`src/hdl/lie_pkg.sv`:
```
// Package for the lowest-ID leader election block.
// Holds the mode encoding, register indexes and the payload, state and
// register-file structs. No dependencies.
package lie_pkg;

   // Node modes
   typedef enum logic [2:0] {
      MODE_GROUND    = 3'd0,
      MODE_CALIB     = 3'd1,
      MODE_LISTEN    = 3'd2,
      MODE_CANDIDATE = 3'd3,
      MODE_LEADER    = 3'd4,
      MODE_FOLLOWER  = 3'd5,
      MODE_HOLDOVER  = 3'd6
   } mode_type;

   // Input commands
   localparam logic CMD_TICK     = 1'b0;
   localparam logic CMD_ANNOUNCE = 1'b1;

   // Consecutive heartbeat misses that end followership
   localparam logic [1:0] MISS_LIMIT = 2'd3;

   // Register file
   localparam int CSR_INDEX_W = 3;
   localparam int CSR_DATA_W  = 40;
   localparam logic [CSR_INDEX_W-1:0] CSR_OWN_ID          = 3'd0;
   localparam logic [CSR_INDEX_W-1:0] CSR_GROUND_TIME     = 3'd1;
   localparam logic [CSR_INDEX_W-1:0] CSR_LISTEN_TIME     = 3'd2;
   localparam logic [CSR_INDEX_W-1:0] CSR_HEARTBEAT_LIMIT = 3'd3;
   localparam logic [CSR_INDEX_W-1:0] CSR_HOLDOVER_TIME   = 3'd4;

   localparam logic [39:0] GROUND_TIME_RST     = 40'd1000000000;
   localparam logic [28:0] LISTEN_TIME_RST     = 29'd250000000;
   localparam logic [39:0] HEARTBEAT_LIMIT_RST = 40'd1000000000;
   localparam logic [39:0] HOLDOVER_TIME_RST   = 40'd10000000000;

   typedef struct packed {
      logic [31:0] own_id;
      logic [39:0] ground_time;
      logic [28:0] listen_time;
      logic [39:0] heartbeat_limit;
      logic [39:0] holdover_time;
   } csr_type;

   typedef struct packed {
      logic        cmd;
      logic [62:0] now_time;
      logic [31:0] sender_node;
      logic [31:0] sender_epoch;
   } req_type;

   typedef struct packed {
      logic [2:0]  node_mode;
      logic [31:0] current_leader;
      logic [31:0] current_epoch;
   } rsp_type;

   typedef struct packed {
      mode_type    mode;
      logic [31:0] leader;
      logic [31:0] epoch;
      logic [62:0] entry_time;
      logic [62:0] heard_time;
      logic [1:0]  miss_count;
   } state_type;

endpackage

```
`src/hdl/lie_csr.sv`:
```
// Configuration register file for the leader election block.
// Plain write port, no read-back. Depends on lie_pkg.
module lie_csr (
   input  logic                              clock,
   input  logic                              reset,
   input  logic                              csr_write,
   input  logic [lie_pkg::CSR_INDEX_W-1:0]   csr_index,
   input  logic [lie_pkg::CSR_DATA_W-1:0]    csr_data,
   output lie_pkg::csr_type                  csr_regs
);

   lie_pkg::csr_type regs_ff;
   lie_pkg::csr_type regs_in;

   // Decode the write; unknown indexes are dropped
   always_comb begin
      regs_in = regs_ff;
      if (csr_write) begin
         case (csr_index)
            lie_pkg::CSR_OWN_ID:          regs_in.own_id          = csr_data[31:0];
            lie_pkg::CSR_GROUND_TIME:     regs_in.ground_time     = csr_data[39:0];
            lie_pkg::CSR_LISTEN_TIME:     regs_in.listen_time     = csr_data[28:0];
            lie_pkg::CSR_HEARTBEAT_LIMIT: regs_in.heartbeat_limit = csr_data[39:0];
            lie_pkg::CSR_HOLDOVER_TIME:   regs_in.holdover_time   = csr_data[39:0];
            default:                      regs_in = regs_ff;
         endcase
      end
   end

   always_ff @(posedge clock) begin
      if (reset) begin
         regs_ff.own_id          <= 32'd0;
         regs_ff.ground_time     <= lie_pkg::GROUND_TIME_RST;
         regs_ff.listen_time     <= lie_pkg::LISTEN_TIME_RST;
         regs_ff.heartbeat_limit <= lie_pkg::HEARTBEAT_LIMIT_RST;
         regs_ff.holdover_time   <= lie_pkg::HOLDOVER_TIME_RST;
      end else begin
         regs_ff <= regs_in;
      end
   end

   assign csr_regs = regs_ff;

endmodule

```
`src/hdl/lie_step.sv`:
```
// Next-state logic of the election state machine for one transfer.
// Purely combinational: current state, registers and item in, next state out.
// Depends on lie_pkg.
module lie_step (
   input  lie_pkg::state_type cur,
   input  lie_pkg::csr_type   regs,
   input  lie_pkg::req_type   req,
   output lie_pkg::state_type nxt
);

   logic [62:0] limit;
   logic [62:0] since_entry;
   logic [62:0] since_heard;
   logic        elapsed_hit;
   logic        hb_missed;
   logic [1:0]  miss_inc;
   logic        ann_listen;
   logic        ann_valid;
   logic        ann_lower;
   lie_pkg::mode_type mode_nxt;

   // Threshold for the mode's dwell timer
   always_comb begin
      case (cur.mode)
         lie_pkg::MODE_GROUND:   limit = {23'd0, regs.ground_time};
         lie_pkg::MODE_LISTEN:   limit = {34'd0, regs.listen_time};
         lie_pkg::MODE_HOLDOVER: limit = {23'd0, regs.holdover_time};
         default:                limit = '0;
      endcase
   end

   // Elapsed-time checks; time going backwards never reaches a threshold
   assign since_entry = req.now_time - cur.entry_time;
   assign since_heard = req.now_time - cur.heard_time;
   assign elapsed_hit = (req.now_time >= cur.entry_time) && (since_entry >= limit);
   assign hb_missed   = (req.now_time >= cur.heard_time) &&
                        (since_heard > {23'd0, regs.heartbeat_limit});
   assign miss_inc    = (cur.miss_count == lie_pkg::MISS_LIMIT) ?
                        lie_pkg::MISS_LIMIT : cur.miss_count + 2'd1;

   // Announce qualification: not while grounded or calibrating, not stale
   assign ann_listen = (cur.mode != lie_pkg::MODE_GROUND) &&
                       (cur.mode != lie_pkg::MODE_CALIB);
   assign ann_valid  = ann_listen && (req.sender_epoch >= cur.epoch);
   assign ann_lower  = ann_valid && (req.sender_node < regs.own_id);

   // Next mode
   always_comb begin
      mode_nxt = cur.mode;
      if (req.cmd == lie_pkg::CMD_TICK) begin
         case (cur.mode)
            lie_pkg::MODE_GROUND:
               if (elapsed_hit) mode_nxt = lie_pkg::MODE_CALIB;
            lie_pkg::MODE_CALIB:
               mode_nxt = lie_pkg::MODE_LISTEN;
            lie_pkg::MODE_LISTEN:
               if (cur.heard_time == '0 && elapsed_hit) mode_nxt = lie_pkg::MODE_CANDIDATE;
            lie_pkg::MODE_CANDIDATE:
               mode_nxt = lie_pkg::MODE_LEADER;
            lie_pkg::MODE_FOLLOWER:
               if (hb_missed && miss_inc == lie_pkg::MISS_LIMIT)
                  mode_nxt = lie_pkg::MODE_HOLDOVER;
            lie_pkg::MODE_HOLDOVER:
               if (elapsed_hit) mode_nxt = lie_pkg::MODE_CANDIDATE;
            default:
               mode_nxt = cur.mode;
         endcase
      end else if (ann_lower) begin
         mode_nxt = lie_pkg::MODE_FOLLOWER;
      end
   end

   // Leader, term, timestamps and miss counter
   always_comb begin
      nxt      = cur;
      nxt.mode = mode_nxt;
      // every mode change restarts the dwell timer
      if (mode_nxt != cur.mode) nxt.entry_time = req.now_time;
      if (req.cmd == lie_pkg::CMD_TICK) begin
         case (cur.mode)
            lie_pkg::MODE_LISTEN,
            lie_pkg::MODE_HOLDOVER:
               if (mode_nxt == lie_pkg::MODE_CANDIDATE) nxt.epoch = cur.epoch + 32'd1;
            lie_pkg::MODE_CANDIDATE:
               nxt.leader = regs.own_id;
            lie_pkg::MODE_FOLLOWER: begin
               if (hb_missed) begin
                  nxt.miss_count = miss_inc;
                  if (miss_inc == lie_pkg::MISS_LIMIT) nxt.leader = 32'd0;
               end else begin
                  nxt.miss_count = 2'd0;
               end
            end
            default:
               nxt.leader = cur.leader;
         endcase
      end else begin
         if (ann_valid) nxt.epoch = req.sender_epoch;
         if (ann_lower) begin
            nxt.leader     = req.sender_node;
            nxt.miss_count = 2'd0;
            nxt.heard_time = req.now_time;
         end
      end
   end

endmodule

```
`src/hdl/lowest_id_leader_election.sv`:
```
// Lowest-ID leader election: an input transfer goes into the input register, then the
// state update writes the result register; a stalled result can hold it between the two.
// Throughput is one item per cycle while the result is not stalled; the next-state logic
// is combinational from the state registers, so consecutive items chain with no bubble.
// A stalled result holds the input register, which then stalls the input.
// Reset (synchronous, active high) puts the node in ground with leader, term,
// timestamps and miss count at zero and the registers at their defaults.
module lowest_id_leader_election (
   input  logic                             clock,
   input  logic                             reset,
   input  logic                             req_valid,
   output logic                             req_stall,
   input  lie_pkg::req_type                 req_data,
   output logic                             rsp_valid,
   input  logic                             rsp_stall,
   output lie_pkg::rsp_type                 rsp_data,
   input  logic                             csr_write,
   input  logic [lie_pkg::CSR_INDEX_W-1:0]  csr_index,
   input  logic [lie_pkg::CSR_DATA_W-1:0]   csr_data
);

   lie_pkg::csr_type   csr_regs;
   lie_pkg::req_type   req_ff;
   logic               s1_valid_ff, s1_valid_in;
   lie_pkg::rsp_type   rsp_ff;
   logic               rsp_valid_ff, rsp_valid_in;
   lie_pkg::state_type state_ff, state_in;
   logic               out_free;
   logic               s1_fire;
   logic               req_accept;

   lie_csr u_csr (
      .clock     (clock),
      .reset     (reset),
      .csr_write (csr_write),
      .csr_index (csr_index),
      .csr_data  (csr_data),
      .csr_regs  (csr_regs)
   );

   lie_step u_step (
      .cur  (state_ff),
      .regs (csr_regs),
      .req  (req_ff),
      .nxt  (state_in)
   );

   // Handshake control
   assign out_free   = !rsp_valid_ff || !rsp_stall;
   assign s1_fire    = s1_valid_ff && out_free;
   assign req_stall  = s1_valid_ff && !out_free;
   assign req_accept = req_valid && !req_stall;

   assign s1_valid_in  = req_accept ? 1'b1 : (s1_fire ? 1'b0 : s1_valid_ff);
   assign rsp_valid_in = s1_fire ? 1'b1 : (out_free ? 1'b0 : rsp_valid_ff);

   // Control and state registers
   always_ff @(posedge clock) begin
      if (reset) begin
         s1_valid_ff         <= 1'b0;
         rsp_valid_ff        <= 1'b0;
         state_ff.mode       <= lie_pkg::MODE_GROUND;
         state_ff.leader     <= 32'd0;
         state_ff.epoch      <= 32'd0;
         state_ff.entry_time <= 63'd0;
         state_ff.heard_time <= 63'd0;
         state_ff.miss_count <= 2'd0;
      end else begin
         s1_valid_ff  <= s1_valid_in;
         rsp_valid_ff <= rsp_valid_in;
         if (s1_fire) state_ff <= state_in;
      end
   end

   // Payload registers
   always_ff @(posedge clock) begin
      if (req_accept) req_ff <= req_data;
      if (s1_fire) begin
         rsp_ff.node_mode      <= state_in.mode;
         rsp_ff.current_leader <= state_in.leader;
         rsp_ff.current_epoch  <= state_in.epoch;
      end
   end

   assign rsp_valid = rsp_valid_ff;
   assign rsp_data  = rsp_ff;

   // State only moves when an item is processed
   a_state_hold: assert property (@(posedge clock) disable iff (reset)
      !s1_fire |=> $stable(state_ff))
      else $error("state changed without a processed item");

   // Term never goes backwards except by wrapping increment
   a_epoch_mono: assert property (@(posedge clock) disable iff (reset)
      s1_fire |=> (state_ff.epoch >= $past(state_ff.epoch)) ||
                  (state_ff.epoch == $past(state_ff.epoch) + 32'd1))
      else $error("term went backwards");

   // A follower never sits at the miss limit
   a_follow_miss: assert property (@(posedge clock) disable iff (reset)
      state_ff.mode == lie_pkg::MODE_FOLLOWER |-> state_ff.miss_count != lie_pkg::MISS_LIMIT)
      else $error("follower at miss limit");

   // Holdover has no known leader
   a_hold_leader: assert property (@(posedge clock) disable iff (reset)
      state_ff.mode == lie_pkg::MODE_HOLDOVER |-> state_ff.leader == 32'd0)
      else $error("leader set in holdover");

   // A new result appears only after a processed item
   a_rsp_source: assert property (@(posedge clock) disable iff (reset)
      $rose(rsp_valid_ff) |-> $past(s1_fire))
      else $error("result without processed item");

endmodule
```
`config.mk`:
```
export PLATFORM = sky130hd
export DESIGN_NAME = lowest_id_leader_election
export DESIGN_NICKNAME = d
export VERILOG_FILES = /design/src/hdl/lie_pkg.sv /design/src/hdl/lie_csr.sv /design/src/hdl/lie_step.sv /design/src/hdl/lowest_id_leader_election.sv
export SDC_FILE = /design/constraint.sdc
export NUM_CORES = 2
export LEC_CHECK = 0
export ABC_AREA = 0
export BUFFER_PORTS_ARGS = -buffer_cell sky130_fd_sc_hd__buf_4
export CAP_MARGIN = 20
export CORE_UTILIZATION = 33
export DETAILED_ROUTE_END_ITERATION = 10
export PLACE_DENSITY = 0.6
export SLEW_MARGIN = 20
export SYNTH_ARGS = -nofsm -noshare
export SYNTH_HDL_FRONTEND = slang
export SYNTH_SLANG_ARGS = --single-unit
```
`constraint.sdc`:
```
create_clock -name clock -period 22.9 [get_ports clock]
set_input_delay 4.58 -clock clock [delete_from_list [all_inputs] [get_ports clock]]
set_output_delay 4.58 -clock clock [all_outputs]
set_load 0.05 [all_outputs]
```
==> metrics.md <==
| Metric | Value |
|---|---|
| Status | finished, final reports clean |
| Placer congestion estimate | 0.9569 |
| First-pass GRT wire length | between 150000 and 200000 um |
| Die W | between 300 and 400 um |
| Gr usage total | between 20 and 25% |
| Gr ovfl total | 0 |
| Mapped Nets | 4907 |
| Final core utilization | roughly two fifths |
| Flops & latches, synth | ~570 |
| Slowest CP cell | and3_1 |
| Die H | between 300 and 400 um |
| Synth Warn # | 0 |
| Final cell count without fillers | roughly 6000 |
| Prevailing post-synth register cell | dfxtp_1 |
| Final Cycle Share | 42.42% |
| Worst EP required | roughly 18000 ps |
| Max cap viols | 0 |
| Io pins | about 250 |
| Clk_lat worst skew | 660 ps |
| Final hold slack | about 450 ps |
| Sequential share of the synthesized area | between 30% and 40% |
| Number of global-route vias before repair | 31980 |
| Cells after synthesis | between 4000 and 5000 |
| CP max FO | 3 |
| Post-cts resize count | 0 |
| Initial core utilization | about a third |
| Mean post-synth cell area | slightly above 8 um^2 |
| Final hold vios | 0 |
| Static leakage | 15.55 nW |
| Fin crit period | between 9000 and 10000 ps |
| Tot Pwr | roughly 2.8 mW |
| Most frequent cells in the layout | nand2_1 (844), a21oi_1 (381), dfxtp_1 (377), nor2_1 (316), buf_4 (277) |
| Via count | 33770 |
| Antenna-violating nets left | 0 |
| Area grow syn2layout | 14.26% |
| IO Port Bufs | about 240 |
| Placed instance area | approximately 39000 um^2 |
| Bufs on Longest Clock Path | 3 |
| Power per cell area | 67.04 nW/um^2 |
| Drt first pass iters | 5 |
| Starting DRT DRC Count | a little under 3000 |
| Fin worst setup slack | about 13000 ps |
| HPWL after DPL | roughly 99000 um |
| Worst hold path type | flip-flop to flip-flop |
| Startpoint types | input pin |
| Worst hold path cell count | 2 |
| Setup violators final | 0 |
| Max Slew Vio Count | 0 |
| Placed insts | approximately 6000 |
| Register-to-Register Path Depth | 26 |
| Worst-Margin Slew | roughly 1100 ps |
| Layout Nets | about 5000 |
| Setup CP Type | input pin to output pin |
| Final WL | ~130000 um |
| Initial antenna violation count | 7 |
| Max Clk Rate | between 100 and 150 MHz |
| Area of the mapped netlist | ~36000 um^2 |
| RSZ-0062 raised after global routing | no |
| Cts hold-fix bufs | 0 |
| Core region area | ~110000 um^2 |
| Reg clk slew, reported paths | around 60 ps |
| CTS sink cnt | approximately 570 |
| Pin count of the biggest net entering global routing | ~180 |
| Via/cell ratio | around 5.6 |
| Cell repeated most along the worst path | buf_4 |
| Post-CTS Setup Bufs | 0 |
| Worst path max stage delay | 240 ps |
| Setup TNS Final | 0 ps |
| Worst path arrival time | 5140 ps |
| # H-tree levels | 3 |
| Routed length per placed instance | around 22 um |
| CP endpoint kind | output pin |
| # DRC | 0 |
| Clock skew | around 26 ps |
| Worst vdd ir | just over 0.05 mV |
| Commonest non-fill, non-tap cell in the layout | nand2_1 |
| Post-synth EDFFs | roughly 200 |
| DIE AREA | about 110000 um^2 |
| Final Instance Area | ~42000 um^2 |
| Post-Place Worst Slack | between 10000 and 15000 ps |
| Clock root buffer | clkbuf_16 |
| Ys async rst share | 0% |
| Share of post-route cells with drive strength above 1 | about a tenth |
| CTS Buf Count | 70 |
| Slew HR | roughly a quarter |
| Critical-path cell list | buf_4 -> and3_1 -> buf_4 |
| CTS tree | done |
| # rows | roughly 120 |
| Post-synthesis cell type count | approximately 100 |
-- worst max-delay path: cells and delay by family --
family        cells  cell delay, ps
simple gates      1             240
buf+inv           2             320
-- cell type report --
class | count | area (um^2)
Tap cell | 1414 | 1769
Timing Repair Buffer | 279 | 2113
Antenna cell | 5 | 12.51
Clock inverter | 30 | 349.1
Clock buffer | 99 | 1953
Sequential cell | 573 | 13420
Multi-Input combinational cell | 3363 | 20860
Fill cell | 11260 | 67500
Inverter | 270 | 1021
-- state kept, by name, summed over array words and instances, names as in the netlist --
register and count:
rsp_data 67, state_ff 195, req_ff 128, s1_valid_ff 1, u_csr.csr_regs 181, rsp_valid 1
-- cell usage after synthesis, types with 16 or more instances --
cell       count  area share, %
o21ai_0      248            3.4
o22ai_1       22           0.38
clkbuf_1     187            1.9
a21o_1        73            1.5
inv_1        268            2.8
a211oi_1      41           0.85
nor2_1       318            3.3
edfxtp_1     195             16
nand3_1       95            1.3
dfxtp_1      378             21
o21ai_1       18           0.25
nand2_1      844            8.7
a2bb2oi_1     33           0.80
nand4_1      110            1.9
o21a_1        37           0.76
a21oi_1      383            5.3
nor4_1        39           0.67
buf_2         43           0.59
o211ai_1      49            1.0
xor2_1        45            1.1
mux2i_1      174            4.8
xnor2_1       48            1.2
a31oi_1       60            1.0
nor3_1        70           0.96
and3_1        23           0.40
ha_1         270            9.3
or3_1         41           0.71
nor2b_1       16           0.28
and2_1        16           0.28
a21boi_0      30           0.62
-- worst paths after layout --
check                                         start                  end  slack (ps)
worst min-delay path            u_csr.csr_regs[135]  u_csr.csr_regs[135]         450
worst max-delay path                      rsp_stall            req_stall       13180
worst max register to register           req_ff[64]        state_ff[103]       14520
worst min register to register  u_csr.csr_regs[135]  u_csr.csr_regs[135]         450
-- cell families after synthesis --
family	count (synthesis)	synth area share, %
AOI/OAI and AO/OA	1179	20.61
xor gates and xnor gates	93	2.243
buffers and inverters	523	5.794
muxes	179	4.950
adders and majority gates	272	9.411
DFF	573	36.95
and+or+nand+nor	1640	20.03
-- power by group --
group,switching (mW),internal (mW)
registers,0.0388,1.10
logic,0.333,0.183
clock network,0.470,0.659
total,0.842,1.94
-- layer usage --
metal	wire length [um]	up-vias	GRT usage [%]
li1	-	16150	-
met1	58120	16310	30.54
met2	61370	1100	37.91
met3	7772	214	3.183
met4	4787	4	8.618
met5	27	-	0
No activity file was read; power rests on OpenSTA's default activity.
